[src/sgr_pkg.sv]
// ----------------------------------------------------------------------------
// sgr_pkg: shared types and constants of the SGR and UTF-8 character parser
// Holds the byte codes recognised by the parser, the result record and the
// record that carries the results of one input byte into the output queue.
// ----------------------------------------------------------------------------
package sgr_pkg;

  localparam int MAX_CHAR_BYTES_DEF = 4;
  localparam int FIFO_DEPTH         = 4;
  localparam int FIFO_PTR_W         = $clog2(FIFO_DEPTH);
  localparam int FIFO_CNT_W         = $clog2(FIFO_DEPTH + 1);

  localparam logic [7:0] ESC_BYTE    = 8'h1B;
  localparam logic [7:0] OPEN_BYTE   = 8'h5B;
  localparam logic [7:0] FINAL_BYTE  = 8'h6D;
  localparam logic [7:0] CODE_RESET  = 8'h30;
  localparam logic [7:0] CODE_BOLD   = 8'h31;
  localparam logic [7:0] CODE_THREE  = 8'h33;
  localparam logic [7:0] CODE_FOUR   = 8'h34;
  localparam logic [7:0] DIGIT_ZERO  = 8'h30;
  localparam logic [7:0] DIGIT_SEVEN = 8'h37;
  localparam logic [7:0] LEAD_TWO    = 8'hC0;
  localparam logic [7:0] LEAD_THREE  = 8'hE0;
  localparam logic [7:0] LEAD_FOUR   = 8'hF0;

  localparam int FLAG_BOLD   = 0;
  localparam int FLAG_ITALIC = 1;
  localparam int FLAG_UNDER  = 2;
  localparam int FLAG_FG     = 3;
  localparam int FLAG_BG     = 4;

  typedef struct packed {
    logic [31:0] char_bytes;
    logic [2:0]  byte_count;
    logic        bold;
    logic        italic;
    logic        underline;
    logic        fg_set;
    logic [2:0]  fg_color;
    logic        bg_set;
    logic [2:0]  bg_color;
    logic        last_of_run;
  } result_t;

  typedef struct packed {
    logic [1:0] num;
    result_t    first;
    result_t    second;
  } res_pair_t;

endpackage

[src/sgr_in_stage.sv]
// ----------------------------------------------------------------------------
// sgr_in_stage: input register
// Captures one request byte and holds it until the parser core takes it.
// ----------------------------------------------------------------------------
module sgr_in_stage import sgr_pkg::*; (
  input  logic       clk,
  input  logic       rst,
  input  logic       in_valid,
  output logic       in_ready,
  input  logic [7:0] in_byte,
  output logic       item_valid,
  output logic [7:0] item_byte,
  input  logic       item_take
);

  logic       full;
  logic [7:0] held_byte;

  assign in_ready   = !full || item_take;
  assign item_valid = full;
  assign item_byte  = held_byte;

  always_ff @(posedge clk) begin
    if (rst) begin
      full <= 1'b0;
    end else if (in_ready) begin
      full <= in_valid;
    end
  end

  always_ff @(posedge clk) begin
    if (in_valid && in_ready) begin
      held_byte <= in_byte;
    end
  end

endmodule

[src/sgr_core.sv]
// ----------------------------------------------------------------------------
// sgr_core: escape sequence and character grouping logic
// Holds the parse state and the character format, and works out in one pass
// the zero, one or two results that a byte causes.
// ----------------------------------------------------------------------------
module sgr_core import sgr_pkg::*; #(
  parameter int MAX_CHAR_BYTES = MAX_CHAR_BYTES_DEF
) (
  input  logic       clk,
  input  logic       rst,
  input  logic       step,
  input  logic [7:0] b,
  output res_pair_t  res
);

  localparam logic [2:0] MAX_B = 3'(MAX_CHAR_BYTES);

  typedef enum logic [2:0] {
    M_IDLE,
    M_ESC,
    M_CODE1,
    M_CODE2,
    M_CODE3,
    M_UTF
  } mode_t;

  typedef struct packed {
    mode_t       mode;
    logic [7:0]  first_code;
    logic [7:0]  second_code;
    logic [31:0] pend;
    logic [2:0]  held;
    logic [2:0]  expd;
  } st_t;

  typedef struct packed {
    st_t         st;
    logic        emit;
    logic [31:0] bytes;
    logic [2:0]  cnt;
  } step_t;

  st_t        cur;
  st_t        st_next;
  logic [4:0] attr_flags;
  logic [4:0] attr_flags_next;
  logic [2:0] fore_colour;
  logic [2:0] fore_colour_next;
  logic [2:0] back_colour;
  logic [2:0] back_colour_next;
  step_t      a;
  step_t      p;
  st_t        idle_st;

  function automatic logic [2:0] lead_len(input logic [7:0] lb);
    logic [2:0] len;
    if (lb < LEAD_TWO) begin
      len = 3'd1;
    end else if (lb < LEAD_THREE) begin
      len = 3'd2;
    end else if (lb < LEAD_FOUR) begin
      len = 3'd3;
    end else begin
      len = 3'd4;
    end
    if (len > MAX_B) begin
      len = MAX_B;
    end
    return len;
  endfunction

  function automatic step_t idle_fn(input st_t s, input logic [7:0] ib);
    step_t      r;
    logic [2:0] len;
    r       = '0;
    r.st    = s;
    len     = lead_len(ib);
    if (ib == ESC_BYTE) begin
      r.st.mode = M_ESC;
    end else if (len <= 3'd1) begin
      r.st.mode = M_IDLE;
      r.emit    = 1'b1;
      r.bytes   = {24'd0, ib};
      r.cnt     = 3'd1;
    end else begin
      r.st.pend = {24'd0, ib};
      r.st.held = 3'd1;
      r.st.expd = len;
      r.st.mode = M_UTF;
    end
    return r;
  endfunction

  function automatic step_t plain_fn(input st_t s, input logic [7:0] pb);
    step_t r;
    st_t   t;
    r    = '0;
    r.st = s;
    t    = s;
    case (s.mode)
      M_UTF: begin
        r.st.pend = s.pend | ({24'd0, pb} << {s.held[1:0], 3'd0});
        r.st.held = 3'(s.held + 3'd1);
        if (r.st.held >= s.expd || r.st.held >= 3'd4) begin
          r.emit    = 1'b1;
          r.bytes   = r.st.pend;
          r.cnt     = r.st.held;
          r.st.pend = '0;
          r.st.held = '0;
          r.st.expd = '0;
          r.st.mode = M_IDLE;
        end
      end
      M_ESC: begin
        if (pb == OPEN_BYTE) begin
          r.st.mode = M_CODE1;
        end else begin
          t.mode = M_IDLE;
          r      = idle_fn(t, pb);
        end
      end
      M_CODE1: begin
        r.st.first_code = pb;
        r.st.mode       = M_CODE2;
      end
      M_CODE2: begin
        if (pb == FINAL_BYTE) begin
          r.st.mode = M_IDLE;
        end else begin
          r.st.second_code = pb;
          r.st.mode        = M_CODE3;
        end
      end
      default: begin
        t.mode = M_IDLE;
        r      = idle_fn(t, pb);
      end
    endcase
    return r;
  endfunction

  function automatic result_t make_res(input logic [31:0] bytes, input logic [2:0] cnt,
                                       input logic last, input logic [4:0] fl,
                                       input logic [2:0] fg, input logic [2:0] bg);
    result_t r;
    r.char_bytes  = bytes;
    r.byte_count  = cnt;
    r.bold        = fl[FLAG_BOLD];
    r.italic      = fl[FLAG_ITALIC];
    r.underline   = fl[FLAG_UNDER];
    r.fg_set      = fl[FLAG_FG];
    r.fg_color    = fg;
    r.bg_set      = fl[FLAG_BG];
    r.bg_color    = bg;
    r.last_of_run = last;
    return r;
  endfunction

  always_comb begin
    idle_st      = cur;
    idle_st.mode = M_IDLE;
    a            = '0;
    a.st         = cur;
    p            = '0;
    p.st         = cur;
    if (cur.mode == M_CODE3) begin
      if (b == FINAL_BYTE) begin
        p.st.mode = M_IDLE;
      end else begin
        a = idle_fn(idle_st, cur.second_code);
        p = plain_fn(a.st, b);
      end
    end else begin
      p = plain_fn(cur, b);
    end
    st_next = p.st;
  end

  always_comb begin
    attr_flags_next  = attr_flags;
    fore_colour_next = fore_colour;
    back_colour_next = back_colour;
    if (cur.mode == M_CODE2 && b == FINAL_BYTE) begin
      case (cur.first_code)
        CODE_RESET: begin
          attr_flags_next  = '0;
          fore_colour_next = '0;
          back_colour_next = '0;
        end
        CODE_BOLD:  attr_flags_next[FLAG_BOLD]   = 1'b1;
        CODE_THREE: attr_flags_next[FLAG_ITALIC] = 1'b1;
        CODE_FOUR:  attr_flags_next[FLAG_UNDER]  = 1'b1;
        default:    attr_flags_next = attr_flags;
      endcase
    end else if (cur.mode == M_CODE3 && b == FINAL_BYTE) begin
      case (cur.first_code)
        CODE_THREE: begin
          attr_flags_next[FLAG_FG] = 1'b1;
          if (cur.second_code inside {[DIGIT_ZERO:DIGIT_SEVEN]}) begin
            fore_colour_next = cur.second_code[2:0];
          end
        end
        CODE_FOUR: begin
          attr_flags_next[FLAG_BG] = 1'b1;
          if (cur.second_code inside {[DIGIT_ZERO:DIGIT_SEVEN]}) begin
            back_colour_next = cur.second_code[2:0];
          end
        end
        default: attr_flags_next = attr_flags;
      endcase
    end
  end

  always_comb begin
    res.num    = 2'({1'b0, a.emit} + {1'b0, p.emit});
    res.second = make_res(p.bytes, p.cnt, 1'b1, attr_flags, fore_colour, back_colour);
    if (a.emit) begin
      res.first = make_res(a.bytes, a.cnt, !p.emit, attr_flags, fore_colour, back_colour);
    end else begin
      res.first = res.second;
    end
    if (!step) begin
      res.num = 2'd0;
    end
  end

  always_ff @(posedge clk) begin
    if (rst) begin
      cur.mode        <= M_IDLE;
      cur.first_code  <= '0;
      cur.second_code <= '0;
      cur.pend        <= '0;
      cur.held        <= '0;
      cur.expd        <= '0;
      attr_flags      <= '0;
      fore_colour     <= '0;
      back_colour     <= '0;
    end else if (step) begin
      cur         <= st_next;
      attr_flags  <= attr_flags_next;
      fore_colour <= fore_colour_next;
      back_colour <= back_colour_next;
    end
  end

endmodule

[src/sgr_out_fifo.sv]
// ----------------------------------------------------------------------------
// sgr_out_fifo: result queue
// Registers the results of each byte, one or two at a time, and hands them
// out in order on the output channel.
// ----------------------------------------------------------------------------
module sgr_out_fifo import sgr_pkg::*; (
  input  logic      clk,
  input  logic      rst,
  input  res_pair_t wr,
  output logic      space,
  output logic      out_valid,
  input  logic      out_ready,
  output result_t   head
);

  result_t                mem [FIFO_DEPTH];
  logic [FIFO_PTR_W-1:0]  wr_ptr;
  logic [FIFO_PTR_W-1:0]  wr_ptr_one;
  logic [FIFO_PTR_W-1:0]  rd_ptr;
  logic [FIFO_CNT_W-1:0]  count;
  logic                   pop;

  assign wr_ptr_one = FIFO_PTR_W'(wr_ptr + 1'b1);
  assign out_valid  = (count != '0);
  assign pop        = out_valid && out_ready;
  assign space      = (count <= FIFO_CNT_W'(FIFO_DEPTH - 2));
  assign head       = mem[rd_ptr];

  always_ff @(posedge clk) begin
    if (rst) begin
      wr_ptr <= '0;
      rd_ptr <= '0;
      count  <= '0;
    end else begin
      wr_ptr <= FIFO_PTR_W'(wr_ptr + wr.num);
      if (pop) begin
        rd_ptr <= FIFO_PTR_W'(rd_ptr + 1'b1);
      end
      count <= FIFO_CNT_W'(count + wr.num - {1'b0, pop});
    end
  end

  always_ff @(posedge clk) begin
    for (int i = 0; i < FIFO_DEPTH; i++) begin
      if (wr.num != 2'd0 && wr_ptr == FIFO_PTR_W'(i)) begin
        mem[i] <= wr.first;
      end else if (wr.num == 2'd2 && wr_ptr_one == FIFO_PTR_W'(i)) begin
        mem[i] <= wr.second;
      end
    end
  end

  a_count_bound: assert property (@(posedge clk) disable iff (rst)
    count <= FIFO_CNT_W'(FIFO_DEPTH))
    else $error("result queue count exceeds its depth");

  a_push_has_room: assert property (@(posedge clk) disable iff (rst)
    wr.num != 2'd0 |-> count <= FIFO_CNT_W'(FIFO_DEPTH - 2))
    else $error("results written without room in the queue");

  a_pop_only: assert property (@(posedge clk) disable iff (rst)
    (pop && wr.num == 2'd0) |=> count == FIFO_CNT_W'($past(count) - 1'b1))
    else $error("queue count not reduced after a taken result");

endmodule

[src/sgr_escape_utf8_char_parser.sv]
// ----------------------------------------------------------------------------
// sgr_escape_utf8_char_parser: terminal byte stream to formatted characters
// Groups a byte stream into UTF-8 characters and tags each with the SGR
// format set by earlier escape sequences.
// ----------------------------------------------------------------------------
// One byte is accepted per clock cycle. A byte is held in the input register
// until the core takes it, is parsed in a single pass and its results are
// written to a four-entry result queue, from whose head they are offered on
// the output in order. Escape bytes and the inner bytes of a character give
// no result; a broken colour sequence can give two. The input keeps taking
// bytes as long as the queue holds at most two results, so the rate is one
// byte per cycle unless the output side stalls or averages more than one
// result a byte.
module sgr_escape_utf8_char_parser import sgr_pkg::*; #(
  parameter int MAX_CHAR_BYTES = MAX_CHAR_BYTES_DEF
) (
  input  logic        clk,
  input  logic        rst,
  input  logic        in_valid,
  output logic        in_ready,
  input  logic [7:0]  in_byte,
  output logic        out_valid,
  input  logic        out_ready,
  output logic [31:0] char_bytes,
  output logic [2:0]  byte_count,
  output logic        bold,
  output logic        italic,
  output logic        underline,
  output logic        fg_set,
  output logic [2:0]  fg_color,
  output logic        bg_set,
  output logic [2:0]  bg_color,
  output logic        last_of_run
);

  logic       item_valid;
  logic [7:0] item_byte;
  logic       item_take;
  logic       space;
  res_pair_t  res;
  result_t    head;

  assign item_take = item_valid && space;

  sgr_in_stage u_in (
    .clk        (clk),
    .rst        (rst),
    .in_valid   (in_valid),
    .in_ready   (in_ready),
    .in_byte    (in_byte),
    .item_valid (item_valid),
    .item_byte  (item_byte),
    .item_take  (item_take)
  );

  sgr_core #(
    .MAX_CHAR_BYTES (MAX_CHAR_BYTES)
  ) u_core (
    .clk  (clk),
    .rst  (rst),
    .step (item_take),
    .b    (item_byte),
    .res  (res)
  );

  sgr_out_fifo u_fifo (
    .clk       (clk),
    .rst       (rst),
    .wr        (res),
    .space     (space),
    .out_valid (out_valid),
    .out_ready (out_ready),
    .head      (head)
  );

  assign char_bytes  = head.char_bytes;
  assign byte_count  = head.byte_count;
  assign bold        = head.bold;
  assign italic      = head.italic;
  assign underline   = head.underline;
  assign fg_set      = head.fg_set;
  assign fg_color    = head.fg_color;
  assign bg_set      = head.bg_set;
  assign bg_color    = head.bg_color;
  assign last_of_run = head.last_of_run;

endmodule

[config.mk]
export PLATFORM = sky130hd
export DESIGN_NAME = sgr_escape_utf8_char_parser
export DESIGN_NICKNAME = d
export VERILOG_FILES = /design/src/sgr_pkg.sv /design/src/sgr_in_stage.sv /design/src/sgr_core.sv /design/src/sgr_out_fifo.sv /design/src/sgr_escape_utf8_char_parser.sv
export SDC_FILE = /design/constraint.sdc
export NUM_CORES = 1
export LEC_CHECK = 0
export BUFFER_PORTS_ARGS = -buffer_cell sky130_fd_sc_hd__buf_2
export CAP_MARGIN = 10
export CELL_PAD_IN_SITES_DETAIL_PLACEMENT = 1
export CELL_PAD_IN_SITES_GLOBAL_PLACEMENT = 1
export CORE_ASPECT_RATIO = 0.75
export CORE_UTILIZATION = 51
export DETAILED_ROUTE_END_ITERATION = 12
export PLACE_DENSITY = 0.89
export SYNTH_ARGS = -nofsm -noshare
export SYNTH_HDL_FRONTEND = slang
export SYNTH_SLANG_ARGS = --single-unit
[constraint.sdc]
create_clock -name clk -period 9.4 [get_ports clk]
set_input_delay 0.47 -clock clk [delete_from_list [all_inputs] [get_ports clk]]
set_output_delay 0.47 -clock clk [all_outputs]
set_load 0.01 [all_outputs]
-- Yosys cells after proc, flatten, opt, wreduce, memory -nomap -nowiden
Memories as Yosys holds them, arrays and structs flattened. A register that Yosys moved wholly into a read port is not among the register bits.
Cells that the tools add are included.
- register bits after elaboration: 84
- memory bits (writable): 188
- bits of input ports: 12
- output and inout port bits: 49
- word-level logic and storage cells: 286
- memories: 1
- memory list (name ; depth ; width ; rd ports ; clocked after memory_dff ; wr ports ; line ; text):
    u_fifo.mem ; 4 ; 47 ; 1 ; 1 ; 2 ; sgr_out_fifo.sv:16 ; result_t mem [FIFO_DEPTH];
- add/subtract/negate cells: 8
- magnitude comparators: 23
- eq/ne operators: 38
- shift-type cells: 2
- mux-type cells: 140
- bitwise logic cells: 6
- reductions and logical operators: 50
- operators with widths (cell ; number):
    2-to-1 mux 74 bit ; 11
    one-hot mux 74 bit (3 select lines) ; 2
    2-to-1 mux 47 bit ; 7
    2-to-1 mux 36 bit ; 7
    2-to-1 mux 3 bit ; 64
    2-to-1 mux 38 bit ; 5
    OR reduction 47 bit ; 2
    2-to-1 mux 93 bit ; 1
    2-to-1 mux 90 bit ; 1
    OR 32 bit ; 2
    one-hot mux 8 bit (2 select lines) ; 4
    left shift 8 x 5 -> 32 bit ; 2
    less-than comparator 8 bit (second input constant) ; 6
    equality test 8 x 6 -> 1 bit (second input constant) ; 4
    2-to-1 mux 1 bit ; 24
    one-hot mux 3 bit (4 select lines) ; 2
    nonzero test 2 bit ; 10
    equality test 8 x 5 -> 1 bit (second input constant) ; 2
    equality test 8 x 7 -> 1 bit (second input constant) ; 2
    > comparator 3 bit (second input constant) ; 5
    less-or-equal comparator 3 x 1 -> 1 bit (second input constant) ; 5
    logical AND 1 bit ; 14
    equality test 3 x 2 -> 1 bit (second input constant) ; 4
    2-to-1 mux 2 bit ; 6
    38 further kinds ; 75

-- Longest topological paths before layout
- word-level depth: 42
- gate-level depth with buffers: 20
- gate-level depth less buffers: 17

-- Hierarchy
Synthesis repeated with hierarchy kept, for this count alone.
- cells, all modules: 1177
- area, all modules: 15109.5 sq um
- modules (own cells, without submodules) (module ; times used ; cells each ; area each (sq um) ; seq. area each (sq um)):
    sgr_out_fifo ; 1 ; 506 ; 9660.5 ; 5825.6
    sgr_core ; 1 ; 657 ; 5147.4 ; 1361.3
    sgr_in_stage ; 1 ; 13 ; 295.3 ; 260.2
    sgr_escape_utf8_char_parser ; 1 ; 1 ; 6.3 ; 0.0

-- Least setup slack after synthesis
OpenSTA, ideal clock, no wires.
- path type: reg2reg
- from: register u_core.cur[45] (netlist name)
- to: memory u_fifo.mem[1][0] (netlist name) (enable)
- library setup time: 522 ps
- arrival: 7080 ps
- path slack: 1798 ps
- stages on the path, launching flop included: 16
- clock period less this slack: 7602 ps
- path through: dfxtp_1 -> nand2_1 -> clkbuf_1 -> and2_1 -> ha_1 -> xor2_1 -> ha_1 -> and2_1 -> a21o_1 -> o211a_1 -> clkbuf_1 -> or3_1 -> ha_1 -> clkbuf_1 -> nand2_1 -> a211oi_1
- RTL lines (element ; line ; text):
    from (decl) ; sgr_core.sv:43 ; st_t cur;
    from (signal assigned) ; sgr_core.sv:239 ; cur <= st_next;
    to (decl) ; sgr_out_fifo.sv:16 ;

==> impl_metrics.env <==
export IMPL_hold_viol_final=0
export IMPL_clock_sinks=274
export IMPL_use_met2_pct=45.1
export IMPL_cts_root_buffer="clkbuf_16"
export IMPL_synth_cell_types=82
export IMPL_holdWs_ns=0.102
export IMPL_place_area_sq_um=13500
export IMPL_drt_iter0_drc=1307
export IMPL_area_delta_synth_final_pct=11.5
export IMPL_dp_cells=1384
export IMPL_worstPathArrival_ns=6.47
export IMPL_path_clk_slew_ns=0.07
export IMPL_timing_slew_headroom_pct=16.9
export IMPL_hold_path_class="in -> reg"
export IMPL_final_common_cell="edfxtp_1"
export IMPL_grt_total_usage_pct=29.4
export IMPL_max_freq_mhz=164
export IMPL_ctsResizeCount=0
export IMPL_ys_ff_latch=274
export IMPL_grt_antenna_before_repair=2
export IMPL_ctsHoldBuffers=0
export IMPL_die_area_sq_um=26000
export IMPL_die_w_um=186
export IMPL_antenna_cells=0
export IMPL_final_util_pct=57.9
export IMPL_final_max_slew_viol_count=0
export IMPL_finalNetCount=1102
export IMPL_postCtsSetupBuffers=0
export IMPL_pin_count=61
export IMPL_rows=50
export IMPL_setup_tns_final_ns=0
export IMPL_grt_pass1_wl_mm=58.0
export IMPL_grtUsageMet1_pct=41.9
export IMPL_crit_path_end_kind="register"
export IMPL_rsz0062_at_grt="no"
export IMPL_htreeDepth=1
export IMPL_avgSynthCellArea_sq_um=12.2
export IMPL_status="complete, no violations"
export IMPL_power_net_switching_w=0.000930
export IMPL_cts_buffer_depth=3
export IMPL_netlist_area_sq_um=12900
export IMPL_syn_nets=1088
export IMPL_p_int_w=0.00232
export IMPL_combPwrFrac_pct=21.3
export IMPL_num_vias=9532
export IMPL_core_sq_um=24900
export IMPL_post_route_min_period_ns=6.11
export IMPL_numPortBuffers=60
export IMPL_first_pass_iters=5
export IMPL_seqPwrFrac_pct=43.4
export IMPL_path_class="reg -> reg"
export IMPL_routed_wl_mm=37.4
export IMPL_grt_pass1_vias=9935
export IMPL_place_gp_congestion=0.923
export IMPL_start_util_pct=51.9
export IMPL_synth_edf_count=195
export IMPL_swShare_pct=28.6
export IMPL_ys_warnings_count=0
export IMPL_cts_buffers=27
export IMPL_final_layout_size_suffix_gt1_share_pct=19.1
export IMPL_cts_tree="built"
export IMPL_fin_worst_skew_ns=0.0237
export IMPL_ys_seq_area_share_pct=57.5
export IMPL_drc=0
export IMPL_overflow=0
export IMPL_setup_viol=0
export IMPL_finalCritPeriodShare_pct=65.0
export IMPL_postRouteAntennaNets=0
export IMPL_p_per_area_nw_per_um2=226
export IMPL_clk_latency_ns=0.56
export IMPL_critPathLaunchType="register"
export IMPL_maxCapViolations=0
export IMPL_worst_slew_pin_slew_ns=1.24
export IMPL_stdcell_count=1435
export IMPL_final_area_sq_um=14400
export IMPL_grt_busiest_layer="met2"
export IMPL_peakVddDrop_mv=0.146
export IMPL_dp_hpwl_mm=23.4
export IMPL_grt_max_degree=65
export IMPL_synthArstFlopShare_pct=0
export IMPL_p_clk_share_pct=35.3
export IMPL_synthCells=1062
export IMPL_wl_per_cell_um=26.1
export IMPL_die_y_um=140
export IMPL_path_max_fanout=62
export IMPL_ys_flop_type="edfxtp_1"
export IMPL_vias_per_cell=6.64
export IMPL_layout_common_cells="195 x edfxtp_1, 117 x nor2_1, 80 x a21oi_1"
export IMPL_grt_util_met3_pct=4.79
export IMPL_p_leak_nw=4.78
export IMPL_crit_required_ns=9.77
-- synthesized netlist by cell type (all sizes together) (4+ instances only) --
cell type,instances,share of area (%)
a211oi,9,0.56
a21o,8,0.46
a21oi,82,3.2
a22o,47,3.2
a31oi,6,0.45
a32o,4,0.31
and2,21,1.0
and3,7,0.34
buf,26,0.90
clkbuf,65,1.9
dfxtp,79,12
edfxtp,195,45
ha,13,1.3
inv,15,0.44
mux2,12,1.3
mux2i,14,1.1
mux4,47,8.2
nand2,54,1.6
nand2b,16,0.77
nand3,21,0.81
nor2,118,3.4
nor2b,18,0.87
nor3,37,1.5
nor3b,4,0.23
nor4,5,0.24
o21a,8,0.46
o21ai,38,1.5
o221a,6,0.52
o22ai,6,0.29
o31ai,6,0.35
o32ai,4,0.27
or3,4,0.19
xnor2,5,0.34
xor2,4,0.27
-- layout make-up --
cell class	instances	area, sq um
timing repair buffer	76	418
clock inverter	14	165
multi-input combinational	682	5130
inverter	15	56.3
sequential	274	7440
fill	2536	10500
clock buffer	36	782
tap	338	423
-- per-stage QoR --
step           setup WS (ns)  total power, W
6_report                3.29         0.00325
4_1_cts                 3.38         0.00326
2_1_floorplan           1.80         0.00189
3_3_place_gp            3.94         0.00209
3_5_place_dp            3.50         0.00212
5_1_grt                 3.08         0.00335
-- registers in the layout, summed over array words and instances, names as in the netlist, named ones only --
name / count
u_fifo.rd_ptr: 2
u_core.cur: 57
u_in.item_byte: 8
u_core.attr_flags: 5
u_fifo.wr_ptr: 2
u_in.item_valid: 1
u_fifo.mem: 188
u_core.fore_colour: 3
u_fifo.count: 3
u_core.back_colour: 3
-- worst max-delay path, cell delays in order (launching register included) --
cell,delay [ns]
dfxtp_1,0.45
nand2_1,0.50
nand2b_1,0.31
ha_1,0.39
xor2_1,0.29
ha_1,0.30
and2_1,0.18
a21o_1,0.21
o211a_1,0.37
or3_1,0.41
ha_1,0.41
nor2b_1,0.32
nand3b_1,0.20
a21oi_4,0.15
buf_4,0.69
nand2_1,0.11
buf_4,0.28
nor3_1,0.28
-- metal layers --
metal  wire length [um]  vias to the layer above
li1                   -                     4077
met1              15800                     4813
met2              17300                      539
met3               3200                      103
met4               1240                        0
met5                  0                        -
-- worst paths after layout --
path	start	end	slack [ns]	cells after the start
min	in_byte[4]	u_in.item_byte[4]	0.10	1
max reg2reg	u_core.cur[44]	u_fifo.mem[2][37]	3.29	17
min reg2reg	u_core.cur[50]	u_core.cur[50]	0.46	2
max	u_core.cur[44]	u_fifo.mem[2][37]	3.29	17
-- kinds of logic after synthesis --
group / synth area share [%]
xor gates and xnor gates: 0.610
DFF: 57.5
AOI/OAI and AO/OA: 14.3
and+or+nand+nor: 12.3
adders and majority gates: 1.41
buffers and inverters: 3.22
muxes: 10.6
-- power by group through the flow --
| stage | registers, W | clock network (W) | logic (W) |
|---|---|---|---|
| floorplan | 0.00140 | 0 | 0.000489 |
| global placement | 0.00143 | 0 | 0.000658 |
| detailed placement | 0.00144 | 0 | 0.000683 |
| CTS | 0.00141 | 0.00116 | 0.000693 |
| global route | 0.00142 | 0.00119 | 0.000747 |
| finish | 0.00141 | 0.00115 | 0.000692 |
Power figures use the tool's default switching activity.
